<file path="src/rtl/c2p_pkg.sv">
// c2p_pkg: shared constants, pipeline stage type and arctangent table
// for the complex to polar converter. No dependencies.
package c2p_pkg;

  localparam int SAMPLE_WIDTH = 16;
  localparam int ITERATIONS   = 16;
  localparam int GUARD_BITS   = 16;
  localparam int DW           = SAMPLE_WIDTH + GUARD_BITS + 3;
  localparam int ZW           = 18;
  localparam int MW           = 16;
  localparam int AW           = 16;
  localparam int GAIN_W       = 24;
  localparam int LO_W         = 24;
  localparam int HI_W         = DW - 1 - LO_W;
  localparam int SUM_W        = HI_W + GAIN_W + 1;

  localparam logic [GAIN_W-1:0]    GAIN_Q24      = GAIN_W'(10188014);
  localparam logic signed [ZW-1:0] ANGLE_PI      = ZW'(25736);
  localparam logic signed [ZW-1:0] ANGLE_HALF_PI = ZW'(12868);

  typedef struct packed {
    logic                 bypass;
    logic signed [DW-1:0] x;
    logic signed [DW-1:0] y;
    logic signed [ZW-1:0] z;
    logic [MW-1:0]        bmag;
    logic signed [AW-1:0] bang;
  } c2p_stage_t;

  // round(atan(2^-i) * 8192)
  function automatic logic signed [ZW-1:0] atan_q13(input int unsigned i);
    case (i)
      0:       return ZW'(6434);
      1:       return ZW'(3798);
      2:       return ZW'(2007);
      3:       return ZW'(1019);
      4:       return ZW'(511);
      5:       return ZW'(256);
      6:       return ZW'(128);
      7:       return ZW'(64);
      8:       return ZW'(32);
      9:       return ZW'(16);
      10:      return ZW'(8);
      11:      return ZW'(4);
      12:      return ZW'(2);
      13:      return ZW'(1);
      default: return '0;
    endcase
  endfunction

endpackage

</file>
<file path="src/rtl/c2p_fold.sv">
// c2p_fold: input stage. Detects axis samples, scales to guard bits and
// folds the left half plane into the right. Depends on c2p_pkg.
module c2p_fold import c2p_pkg::*; (
  input  logic                           clk,
  input  logic                           rst,
  input  logic                           en,
  input  logic                           in_valid,
  input  logic signed [SAMPLE_WIDTH-1:0] real_part,
  input  logic signed [SAMPLE_WIDTH-1:0] imag_part,
  output logic                           out_valid,
  output c2p_stage_t                     out_stage
);

  c2p_stage_t               stage_next;
  logic [SAMPLE_WIDTH:0]    abs_re;
  logic [SAMPLE_WIDTH:0]    abs_im;
  logic signed [DW-1:0]     xe;
  logic signed [DW-1:0]     ye;
  logic signed [ZW-1:0]     bz;

  always_comb begin
    abs_re = real_part[SAMPLE_WIDTH-1] ? -(SAMPLE_WIDTH+1)'(real_part)
                                       : (SAMPLE_WIDTH+1)'(real_part);
    abs_im = imag_part[SAMPLE_WIDTH-1] ? -(SAMPLE_WIDTH+1)'(imag_part)
                                       : (SAMPLE_WIDTH+1)'(imag_part);
    xe = DW'(real_part) <<< GUARD_BITS;
    ye = DW'(imag_part) <<< GUARD_BITS;

    stage_next.bypass = (imag_part == '0) || (real_part == '0);
    if (imag_part == '0) begin
      stage_next.bmag = MW'(abs_re);
      bz = real_part[SAMPLE_WIDTH-1] ? ANGLE_PI : '0;
    end else begin
      stage_next.bmag = MW'(abs_im);
      bz = imag_part[SAMPLE_WIDTH-1] ? -ANGLE_HALF_PI : ANGLE_HALF_PI;
    end
    stage_next.bang = AW'(bz);

    if (real_part[SAMPLE_WIDTH-1]) begin
      stage_next.x = -xe;
      stage_next.y = -ye;
      stage_next.z = imag_part[SAMPLE_WIDTH-1] ? -ANGLE_PI : ANGLE_PI;
    end else begin
      stage_next.x = xe;
      stage_next.y = ye;
      stage_next.z = '0;
    end
  end

  always_ff @(posedge clk) begin
    if (rst) begin
      out_valid <= 1'b0;
    end else if (en) begin
      out_valid <= in_valid;
    end
  end

  always_ff @(posedge clk) begin
    if (en) begin
      out_stage <= stage_next;
    end
  end

endmodule

</file>
<file path="config.mk">
export PLATFORM = sky130hd
export DESIGN_NAME = c2p_fold
export DESIGN_NICKNAME = d
export VERILOG_FILES = /design/src/rtl/c2p_pkg.sv /design/src/rtl/c2p_fold.sv
export SDC_FILE = /design/constraint.sdc
export NUM_CORES = 1
export LEC_CHECK = 0
export ABC_AREA = 1
export BUFFER_PORTS_ARGS = -buffer_cell sky130_fd_sc_hd__clkbuf_2
export CAP_MARGIN = 30
export CORE_ASPECT_RATIO = 1.2
export CORE_UTILIZATION = 49
export CTS_CLUSTER_SIZE = 8
export DETAILED_ROUTE_END_ITERATION = 7
export PLACE_DENSITY = 0.81
export SLEW_MARGIN = 20
export SYNTH_ARGS = -nofsm -noshare
export SYNTH_HDL_FRONTEND = slang
export SYNTH_SLANG_ARGS = --single-unit
</file>
<file path="constraint.sdc">
create_clock -name clk -period 1.6 [get_ports clk]
set_clock_uncertainty 0.05 [all_clocks]
set_input_delay 0 -clock clk [delete_from_list [all_inputs] [get_ports clk]]
set_output_delay 0 -clock clk [all_outputs]
set_load 0.02 [all_outputs]
</file>
-- Yosys cells after proc, flatten, opt, wreduce, memory -nomap -nowiden
Cells that the tools add are included.
- $add $sub $neg: 4
- multiplexer cells: 8
- reductions and logical operators: 3
- operators with widths (operator ; count):
    two-way mux 84 bit ; 1
    two-way mux 16 bit ; 5
    negator 32 -> 35 bit ; 2
    logical NOT 16 bit ; 2
    negator 16 bit ; 2
    two-way mux 18 bit ; 1
    two-way mux 15 bit ; 1
    logical OR 1 bit ; 1
- bits in registers: 122
- input bits: 36
- logic and storage cells: 24

-- Depth between registers and ports, before layout
- word-level depth: 3
- gate-level depth with buffers: 11
- mapped depth without buffers: 11

-- Least setup slack after synthesis
No wires, ideal clock.
- path type: input to register
- start: in imag_part[0]
- end: reg out_stage[82] (netlist bit) (data pin)
- setup time: 258 ps
- arrival time: 1025 ps
- required time: 1292 ps
- setup slack: 267 ps
- stages on the path: 8
- path buffers: 1
- cells stage by stage: inv_1 ha_1 nand3_4 nor2_8 nand4_4 nor2_8 buf_12 a21oi_1
- RTL lines (item ; line ; source):
    start: declaration ; c2p_fold.sv:9 ; input logic signed [SAMPLE_WIDTH-1:0] imag_part,
    end signal: assignment ; c2p_fold.sv:60 ; out_stage <= stage_next;
    end: declaration ; c2p_fold.sv:11 ; output c2p_stage_t out_stage

-- Final worst setup path
- start: in real_part[7]
- end: reg out_stage[116] (netlist bit) (data pin)
- cells in the longest elaborated chain, start to end: 1
- RTL lines (item ; line ; source):
    start: declaration ; c2p_fold.sv:8 ; input logic signed [SAMPLE_WIDTH-1:0] real_part,
    negator 32 -> 35 bit ; c2p_fold.sv:40 ; stage_next.x = -xe;
Every way passes these cells.
A chain may end at the register's enable or synchronous reset.

==> results_dict.tcl <==
set metrics [dict create \
    clock_latency_ns 0.34 \
    clock_path_buffers 2 \
    worst_setup_path_start_kind "input port" \
    synth_top_area_share_pct 49.92 \
    antenna_cells 0 \
    power-per-cell-area_nw_per_um2 954.5 \
    worst_slack_ns 0.1136 \
    core.rowCount 34 \
    worstPathRequired_ns 1.76 \
    ys_seq_elements 64 \
    worstPathMaxFanout 3 \
    viasPerCell 4.928 \
    drive_gt1_share_pct 29.70 \
    io_buffers 120 \
    cts_buffers 9 \
    fin_crit_sh_pct 92.90 \
    r2r_setup_slack_ns 0.42 \
    min_period_ns 1.486 \
    max_freq_ghz 0.6728 \
    syn_area_per_cell_um2 9.002 \
    leakage_uw 0.002321 \
    dr_total_vias 3198 \
    drc 0 \
    place.gp.congestion 0.9557 \
    io_pins 158 \
    yosys_warnings 0 \
    min_to "out_stage[80]$_DFFE_PP_" \
    dp_slack_ns -0.01683 \
    wl_um 8749 \
    clkSlewWorstSetupHoldPaths_ns 0.07 \
    die-width_um 82.29 \
    synth-seq-area-share_pct 50.45 \
    firstDrtPassIters 5 \
    slew_violations 0 \
    r2r_end "out_valid$_SDFFE_PP0P_" \
    fillerInstances 606 \
    arrival_ns 1.65 \
    core_area_um2 7360 \
    ir_worst_vdd_v 0.0005179 \
    p_total_uw 4488 \
    area_delta_synth_final_pct 24.07 \
    overflow 0 \
    htree_levels 3 \
    hpwl_um 6537 \
    grt_max_degree 65 \
    syn_inst 421 \
    regArea_um2 1912 \
    layout.nets 594 \
    ant_nets 0 \
    r2r_cells 3 \
    cts_tree "yes" \
    post-route-util_pct 63.89 \
    die-height_um 98.34 \
    cp-end-kind "register" \
    finalSetupTns_ns 0 \
    outcome "finished clean" \
    crit_type "input port to register" \
    drt_iter0_drc 254 \
    hold_viol_final 0 \
    initial_core_util_pct 51.50 \
    grt_pass1_wl_um 13480 \
    synth.distinct_cells 34 \
    syn_area_um2 3790 \
    track_usage_pct 22.51 \
    root_buffer "clkbuf_8" \
    wl_per_cell_um 13.48 \
    netlist_top_cells_area "edfxtp_1 50%, nand2_1 12%, buf_4 11%, nand3_1 4.6%, inv_1 3.7%" \
    startpoint "real_part[7]" \
    timing.rr.start "out_valid$_SDFFE_PP0P_" \
    clkSinkCount 64 \
    hold_path.class "input port to register" \
    postCtsSetupBuffers 0 \
    grt_pass1_vias 2942 \
    drv_cap 0 \
    finalSetupViolCount 0 \
    multi_input_area_um2 1411 \
    worstHoldStart "imag_part[14]" \
    antenna_found_initial 0 \
    rsz0062_at_grt "no" \
    worstHoldPathCells 3 \
    synth_area_leader_cell "edfxtp_1" \
    dieArea_um2 8092 \
]
==> worst max-delay path, cell delays in order <==
cell,delay [ns]
dlygate4sd3_1,0.53
clkbuf_2,0.14
nor2_4,0.08
nand2_2,0.06
inv_2,0.07
nand3_2,0.12
nor4_4,0.29
ha_1,0.26
nor2_1,0.10
==> cells by family after synthesis <==
kind of cell | share of synthesized area [%]
DFF | 50.45
AOI/OAI and AO/OA | 4.028
buffers and inverters | 17.04
adders and majority gates | 1.321
other | 0.09895
and+or+nand+nor | 24.50
muxes | 0.2641
xor gates and xnor gates | 2.311
==> stage by stage <==
step,cell area [um2],std cells,hold slack [ns]
6_report,4702,649,0.01952
5_1_grt,4702,649,0.04428
4_1_cts,4674,650,0.007218
3_5_place_dp,4262,613,0.1177
3_3_place_gp,4262,613,0.1072
2_1_floorplan,3936,460,0.02238
==> area by class of cell <==
class	count	share of cell area, %
Multi-Input combinational cell	288	30.02
Clock buffer	11	2.794
Tap cell	90	2.395
Sequential cell	64	40.66
Timing Repair Buffer	151	19.43
Inverter	40	3.193
Clock inverter	5	1.517
==> metal layers <==
layer	wire, um	share of wire (%)	GRT usage, %	vias up
li1	-	-	-	1544
met1	3243	37	24.91	1442
met2	4539	52	39.61	190
met3	718	8.2	5.421	22
met4	246	2.8	10.12	0
met5	0	0	0	-
==> registers in the layout, indices dropped and copies added, names as in the netlist <==
name	flops
out_stage	63
out_valid	1
==> synthesized netlist by cell type (all sizes together) <==
cell type  count
nand2        124
buf           65
edfxtp        63
inv           40
nand3         38
nor2          35
o21ai         23
xor2           7
a21oi          4
ha             4
clkbuf         3
nand4          3
xnor2          3
a31oi          1
and3b          1
conb           1
dfxtp          1
mux2i          1
nand3b         1
nor3           1
nor4           1
o31ai          1
==> timing repair <==
action	4_1_cts	5_1_grt
gates resized for setup	0	8
setup endpoints to repair	0	2
hold buffers	21	0
endpoints found under the hold margin	23	0
==> placed cells by master (no fill, tap or decap), types with 2 or more instances in the layout <==
cell type and instances:
a21oi_1 4, buf_12 2, buf_4 9, bufinv_16 2
clkbuf_1 2, clkbuf_2 119, clkbuf_8 9, clkinv_1 3
conb_1 40, dlygate4sd3_1 21, edfxtp_1 63, ha_1 4
inv_1 36, inv_2 4, nand2_1 119, nand2_2 5
nand3_1 34, nand3_2 3, nand4_1 2, nor2_1 27
nor2_2 5, nor2_8 2, o21ai_0 21, xnor2_1 3
xor2_1 7
==> power by group <==
part | switching [uW] | internal (uW)
logic | 666 | 292
registers | 54.2 | 2020
clock network | 594 | 863
total | 1310 | 3170
==> how the worst max path moves through the flow <==
stage                                    to  slack, ns  cells after the start
3_5_place_dp        out_stage[81]$_DFFE_PP_      -0.02                      8
5_1_grt             out_stage[28]$_DFFE_PP_      0.001                     12
4_1_cts        out_stage[116]$_SDFFCE_PN0P_       0.12                      9
6_report       out_stage[116]$_SDFFCE_PN0P_       0.11                      9
2_1_floorplan       out_stage[82]$_DFFE_PP_       0.27                      8
3_3_place_gp        out_stage[81]$_DFFE_PP_       0.09                      8
Power figures use the tool's default switching activity.
