==> src/rtl/c2p_pkg.sv <==
// c2p_pkg: shared constants, pipeline stage type and arctangent table
// for the complex to polar converter. No dependencies.
package c2p_pkg;

  localparam int SAMPLE_WIDTH = 16;
  localparam int ITERATIONS   = 16;
  localparam int GUARD_BITS   = 16;
  localparam int DW           = SAMPLE_WIDTH + GUARD_BITS + 3;
  localparam int ZW           = 18;
  localparam int MW           = 16;
  localparam int AW           = 16;
  localparam int GAIN_W       = 24;
  localparam int LO_W         = 24;
  localparam int HI_W         = DW - 1 - LO_W;
  localparam int SUM_W        = HI_W + GAIN_W + 1;

  localparam logic [GAIN_W-1:0]    GAIN_Q24      = GAIN_W'(10188014);
  localparam logic signed [ZW-1:0] ANGLE_PI      = ZW'(25736);
  localparam logic signed [ZW-1:0] ANGLE_HALF_PI = ZW'(12868);

  typedef struct packed {
    logic                 bypass;
    logic signed [DW-1:0] x;
    logic signed [DW-1:0] y;
    logic signed [ZW-1:0] z;
    logic [MW-1:0]        bmag;
    logic signed [AW-1:0] bang;
  } c2p_stage_t;

  // round(atan(2^-i) * 8192)
  function automatic logic signed [ZW-1:0] atan_q13(input int unsigned i);
    case (i)
      0:       return ZW'(6434);
      1:       return ZW'(3798);
      2:       return ZW'(2007);
      3:       return ZW'(1019);
      4:       return ZW'(511);
      5:       return ZW'(256);
      6:       return ZW'(128);
      7:       return ZW'(64);
      8:       return ZW'(32);
      9:       return ZW'(16);
      10:      return ZW'(8);
      11:      return ZW'(4);
      12:      return ZW'(2);
      13:      return ZW'(1);
      default: return '0;
    endcase
  endfunction

endpackage

==> src/rtl/c2p_gain.sv <==
// c2p_gain: gain correction as two partial products, angle clamp, then
// rounding, saturation and axis bypass select. Depends on c2p_pkg.
module c2p_gain import c2p_pkg::*; (
  input  logic                 clk,
  input  logic                 rst,
  input  logic                 en,
  input  logic                 in_valid,
  input  c2p_stage_t           in_stage,
  output logic                 out_valid,
  output logic [MW-1:0]        magnitude,
  output logic signed [AW-1:0] angle
);

  logic [DW-2:0]             xs;
  logic signed [ZW-1:0]      zc;
  logic [HI_W+GAIN_W-1:0]    hi_prod;
  logic [LO_W+GAIN_W-1:0]    lo_prod;
  logic signed [AW-1:0]      z_sat;
  logic                      bypass;
  logic [MW-1:0]             bmag;
  logic signed [AW-1:0]      bang;
  logic [SUM_W-1:0]          sum;
  logic [SUM_W-GUARD_BITS-1:0] mag_full;

  always_comb begin
    xs = in_stage.x[DW-1] ? '0 : in_stage.x[DW-2:0];
    zc = in_stage.z;
    if (in_stage.z > ANGLE_PI) begin
      zc = ANGLE_PI;
    end else if (in_stage.z < -ANGLE_PI) begin
      zc = -ANGLE_PI;
    end
  end

  always_ff @(posedge clk) begin
    if (rst) begin
      out_valid <= 1'b0;
    end else if (en) begin
      out_valid <= in_valid;
    end
  end

  always_ff @(posedge clk) begin
    if (en) begin
      hi_prod <= (HI_W+GAIN_W)'(xs[DW-2:LO_W]) * (HI_W+GAIN_W)'(GAIN_Q24);
      lo_prod <= (LO_W+GAIN_W)'(xs[LO_W-1:0]) * (LO_W+GAIN_W)'(GAIN_Q24);
      z_sat   <= AW'(zc);
      bypass  <= in_stage.bypass;
      bmag    <= in_stage.bmag;
      bang    <= in_stage.bang;
    end
  end

  always_comb begin
    sum = SUM_W'(hi_prod) + SUM_W'(lo_prod[LO_W+GAIN_W-1:LO_W])
        + (SUM_W'(1) << (GUARD_BITS - 1));
    mag_full = sum[SUM_W-1:GUARD_BITS];
    if (bypass) begin
      magnitude = bmag;
      angle     = bang;
    end else begin
      magnitude = (|mag_full[SUM_W-GUARD_BITS-1:MW]) ? '1 : mag_full[MW-1:0];
      angle     = z_sat;
    end
  end

endmodule

==> config.mk <==
export PLATFORM = sky130hd
export DESIGN_NAME = c2p_gain
export DESIGN_NICKNAME = d
export VERILOG_FILES = /design/src/rtl/c2p_pkg.sv /design/src/rtl/c2p_gain.sv
export SDC_FILE = /design/constraint.sdc
export NUM_CORES = 1
export LEC_CHECK = 0
export ABC_AREA = 0
export BUFFER_PORTS_ARGS = -buffer_cell sky130_fd_sc_hd__buf_2
export CAP_MARGIN = 20
export CORE_ASPECT_RATIO = 0.5
export CORE_MARGIN = 5
export CORE_UTILIZATION = 65
export DETAILED_ROUTE_END_ITERATION = 7
export HOLD_SLACK_MARGIN = 0.1
export PLACE_DENSITY = 0.83
export SETUP_SLACK_MARGIN = 0.4
export SLEW_MARGIN = 20
export SYNTH_ARGS = -nofsm -noshare
export SYNTH_HDL_FRONTEND = slang
export SYNTH_SLANG_ARGS = --single-unit
==> constraint.sdc <==
create_clock -name clk -period 12.9 [get_ports clk]
set_clock_uncertainty 0.2 [all_clocks]
set_input_delay 2.58 -clock clk [delete_from_list [all_inputs] [get_ports clk]]
set_output_delay 2.58 -clock clk [all_outputs]
set_load 0.03 [all_outputs]
Word level (Yosys, flattened, before mapping)
Index checks and enable logic that the tools add are counted.

Flip-flop bits (word level): 130. Input bits: 125. Output and inout port bits: 33. Word-level logic and storage cells: 21.

$add $sub $neg: 2. Multipliers: 2. Order comparisons: 2. Muxes and demuxes: 5. Reductions and logical operators: 2.

Operator list (count): $mux W16 (4); $mul A24 B23 Y47 const B (1); $add A34 B24 Y35 (1); $add A35 B16 Y35 const B (1); $mux W34 (1); $mul A10 B23 Y33 const B (1); $gt A18 B16 Y1 const B (1); $lt A18 B16 Y1 const B (1); $reduce_or A3 Y1 (1); $reduce_or A2 Y1 (1).

Logic depth before layout (Yosys ltp)
Word-level depth: 5. Gate-level depth with buffers: 28. Mapped depth without buffers: 25.

Least setup slack after synthesis
OpenSTA, ideal clock, no wires.

Path kind: input-to-reg. Start point: input port in_stage[119] (netlist name). End point: register lo_prod[46] (data pin). Setup time: 0.266 ns. Data arrival time: 9.207 ns. Required time: 12.434 ns. Setup slack: 3.227 ns. Cell stages on the path: 26. Path buffers: 3. Cell sequence: clkbuf_1 clkbuf_1 clkbuf_1 nand2b_1 inv_1 ha_1 fa_1 inv_1 fa_1 inv_1 fa_1 fa_1 fa_1 inv_1 fa_1 inv_1 ha_1 a211oi_1 o21bai_1 a211oi_1 o211ai_1 nor4_1 nor3_1 a31oi_1 a21boi_0 xor2_1.

Cells in the longest elaborated chain, start to end: 2.

Ends and longest elaborated chain: from (decl) (line c2p_gain.sv:8) `input c2p_stage_t in_stage,`; $mux W34 (line c2p_gain.sv:26) `xs = in_stage.x[DW-1] ? '0 : in_stage.x[DW-2:0];`; $mul A24 B23 Y47 (line c2p_gain.sv:46) `lo_prod <= (LO_W+GAIN_W)'(xs[LO_W-1:0]) * (LO_W+GAIN_W)'(GAIN_Q24);`; to (signal assigned) (line c2p_gain.sv:46); to (decl) (line c2p_gain.sv:17) `logic [LO_W+GAIN_W-1:0] lo_prod;`.

No other way between the ends. A chain may end at the register's enable or synchronous reset.

Worst setup path after layout
Same ends and word-level chain as after synthesis.

==> results.cfg <==
[clock_tree]
numClockSinks = 106
ctsHoldBuffers = 0
h-tree-depth = 3
cts_buffers = 9
root_buffer = clkbuf_16
cts_tree = done
clock_path_buffers = 2
clk_pin_slew_ps = 70
clk_latency_ps = 340
cts.repair.resized = 0
postCtsSetupBuffers = 0

[logic_synthesis]
muxShareOfSynthArea_pct = 1.04
synth.area.top_cells = fa_1 (32%), ha_1 (22%), edfxtp_1 (16%)
synth_area_um2 = 20200
synth-simple-area-share_pct = 6.45
async_reset_ff_share_pct = 0
synth.lib_cells_used.distinct = 64
synth_warnings = 0
synth_nets = 2750
yosysTopAreaCellShare_pct = 32.0
yosys.area_share.adder_pct = 53.9
synth_cells = 1949
avgSynthCellArea_um2 = 10.3
seq_area_frac_synth_pct = 15.7
synth_top_area_cell = fa_1
synth_top_family_by_area = adder cells
synth_compound_area_share_pct = 7.97
synth_edf_count = 105
synth-seq-cells = 106
synthFlopType = edfxtp_1
synth-xor-area-share_pct = 4.69

[place]
gp_congestion = 0.926
port_buffers = 122
dpl.hpwl_mm = 38.5
post-place-cells = 2465

[power_and_ir_drop]
p_leak_nw = 11.5
peakVddDrop_v = 0.000277
total_power_mw = 5.02
pwr_density_cell_nw_per_um2 = 233

[floorplanning]
num_rows = 45
die_w_um = 259
die_y_um = 135
ioPinCount = 158
dieArea_um2 = 34900
core_area_um2 = 30500
initial_utilization_pct = 66.2

[sta]
final.min_clock_period_ps = 10520
hold_viol = 0
setup_viol_count_final = 0
grt_setup_unrepaired = no
fmax_ghz = 0.0951
tns_ps = 0
maxSlewHeadroom_pct = 31.2
final-max-slew-violation-count = 0
post-route-period-util_pct = 81.5
worst_slew_pin_slew_ps = 1030

[cells_and_area]
n_antenna_cell = 0
layout_commonest_cell = inv_1
fin_nets = 2854
drive_gt1_share_pct = 8.41
final_cell_mix = inv_1 (509), ha_1 (354), fa_1 (322), buf_2 (121), edfxtp_1 (105)
instances_no_fill = 2481
synthToLayoutAreaGrowth_pct = 6.76

[worst_hold_path]
min_path_type = reg2reg
holdPathEnd = out_valid
worstHoldPathCells = 2
worstHoldStart = out_valid

[critical_path]
startpoint = in_stage[119]
reg2reg_to = out_valid
crit_type = in2reg
worstReg2RegStart = out_valid
worstRegToRegCells = 2
startpoint_type = primary input
ff2ff_setup_slack_ps = 12120
crit_required_ps = 12780
endpoint_kind = flip-flop
path_max_fanout = 24
critPathArrivalTime_ps = 10400

[global_routing]
grt_pass1_wl_mm = 73.3
grtUsageTotal_pct = 26.3
antenna_found_initial = 1
overflow = 0
grt_max_degree = 84
grt_pass1_vias = 14906

[route]
wl_per_cell_um = 17.9
vias = 13708
drc_errors = 0
wl_mm = 44.3
drtIter0Drc = 1019
routed_via_density = 5.53
dr.pass1.iters = 5
ant_nets = 0

[status]
status = finished, final reports clean

[job]
drv_cap = 0
[through the flow]
stage / area (µm²) / utilization (%) / setup WS, ps / hold WS [ps]
after detailed placement: 21200 / 69.7 / 2070 / 300
final: 21500 / 70.7 / 2380 / 315
after global placement: 21200 / 69.7 / 2130 / 275
after CTS: 21500 / 70.7 / 2390 / 317
after global routing: 21500 / 70.7 / 1860 / 360
after floorplan: 20200 / - / 3230 / 430
[metal layers]
layer  GRT usage [%]  vias to the layer above  share of wire, %
met1            32.8                     6745                41
met4            9.34                        2               4.1
li1                -                     6428                 -
met3            4.54                      116               6.0
met2            46.7                      417                49
met5               0                        -             0.029
[cell families after synthesis]
kind of cell / after synthesis
AOI/OAI and AO/OA: 236
xor gates and xnor gates: 108
and+or+nand+nor: 257
muxes: 19
adders and majority gates: 676
DFF: 106
buffers and inverters: 547
[where the power goes]
| group | total [mW] | internal, mW | switching, mW |
|---|---|---|---|
| logic | 4.09 | 1.74 | 2.34 |
| registers | 0.668 | 0.625 | 0.0430 |
| clock network | 0.266 | 0.144 | 0.122 |
| total | 5.02 | 2.51 | 2.51 |
[state kept, by name, indices dropped and copies added (netlist names)]
| register | cells |
|---|---|
| hi_prod | 33 |
| lo_prod | 23 |
| bang | 16 |
| bmag | 16 |
| z_sat | 16 |
| bypass | 1 |
| out_valid | 1 |
[area by class of cell]
cell class	instances	area (µm²)
clock buffer	11	253
fill	2214	8930
inverter	509	1910
multi-input combinational	1296	14900
timing repair buffer	131	681
sequential	106	3170
tap	423	529
clock inverter	5	45.0
[cells in the mapped netlist (all sizes together), types with 29 or more instances]
master    n
a21o     39
xnor2    77
clkbuf   36
xor2     31
ha      354
inv     509
edfxtp  105
a21oi    69
nand2b   30
fa      322
nor2     68
o21ai    29
nand2    50
[worst max-delay path by stage]
stage | to | slack [ps] | cells after the start
3_5_place_dp | lo_prod[46] | 2070 | 23
4_1_cts | lo_prod[46] | 2390 | 23
5_1_grt | lo_prod[46] | 1860 | 23
6_report | lo_prod[46] | 2380 | 23
3_3_place_gp | lo_prod[46] | 2130 | 23
2_1_floorplan | lo_prod[46] | 3230 | 26
[worst max-delay path: stages]
cell	delay, ps
buf_2	400
buf_4	290
nand2b_1	300
inv_1	370
ha_1	420
fa_1	520
inv_1	60
fa_1	520
inv_1	50
fa_1	490
fa_1	570
fa_1	470
fa_1	510
ha_1	360
nand4_1	100
nor2_1	160
nand3_1	160
a211oi_1	830
nor4_1	200
nor3_1	420
a31oi_1	230
a21boi_0	250
xor2_1	110
Power figures use the tool's default switching activity.
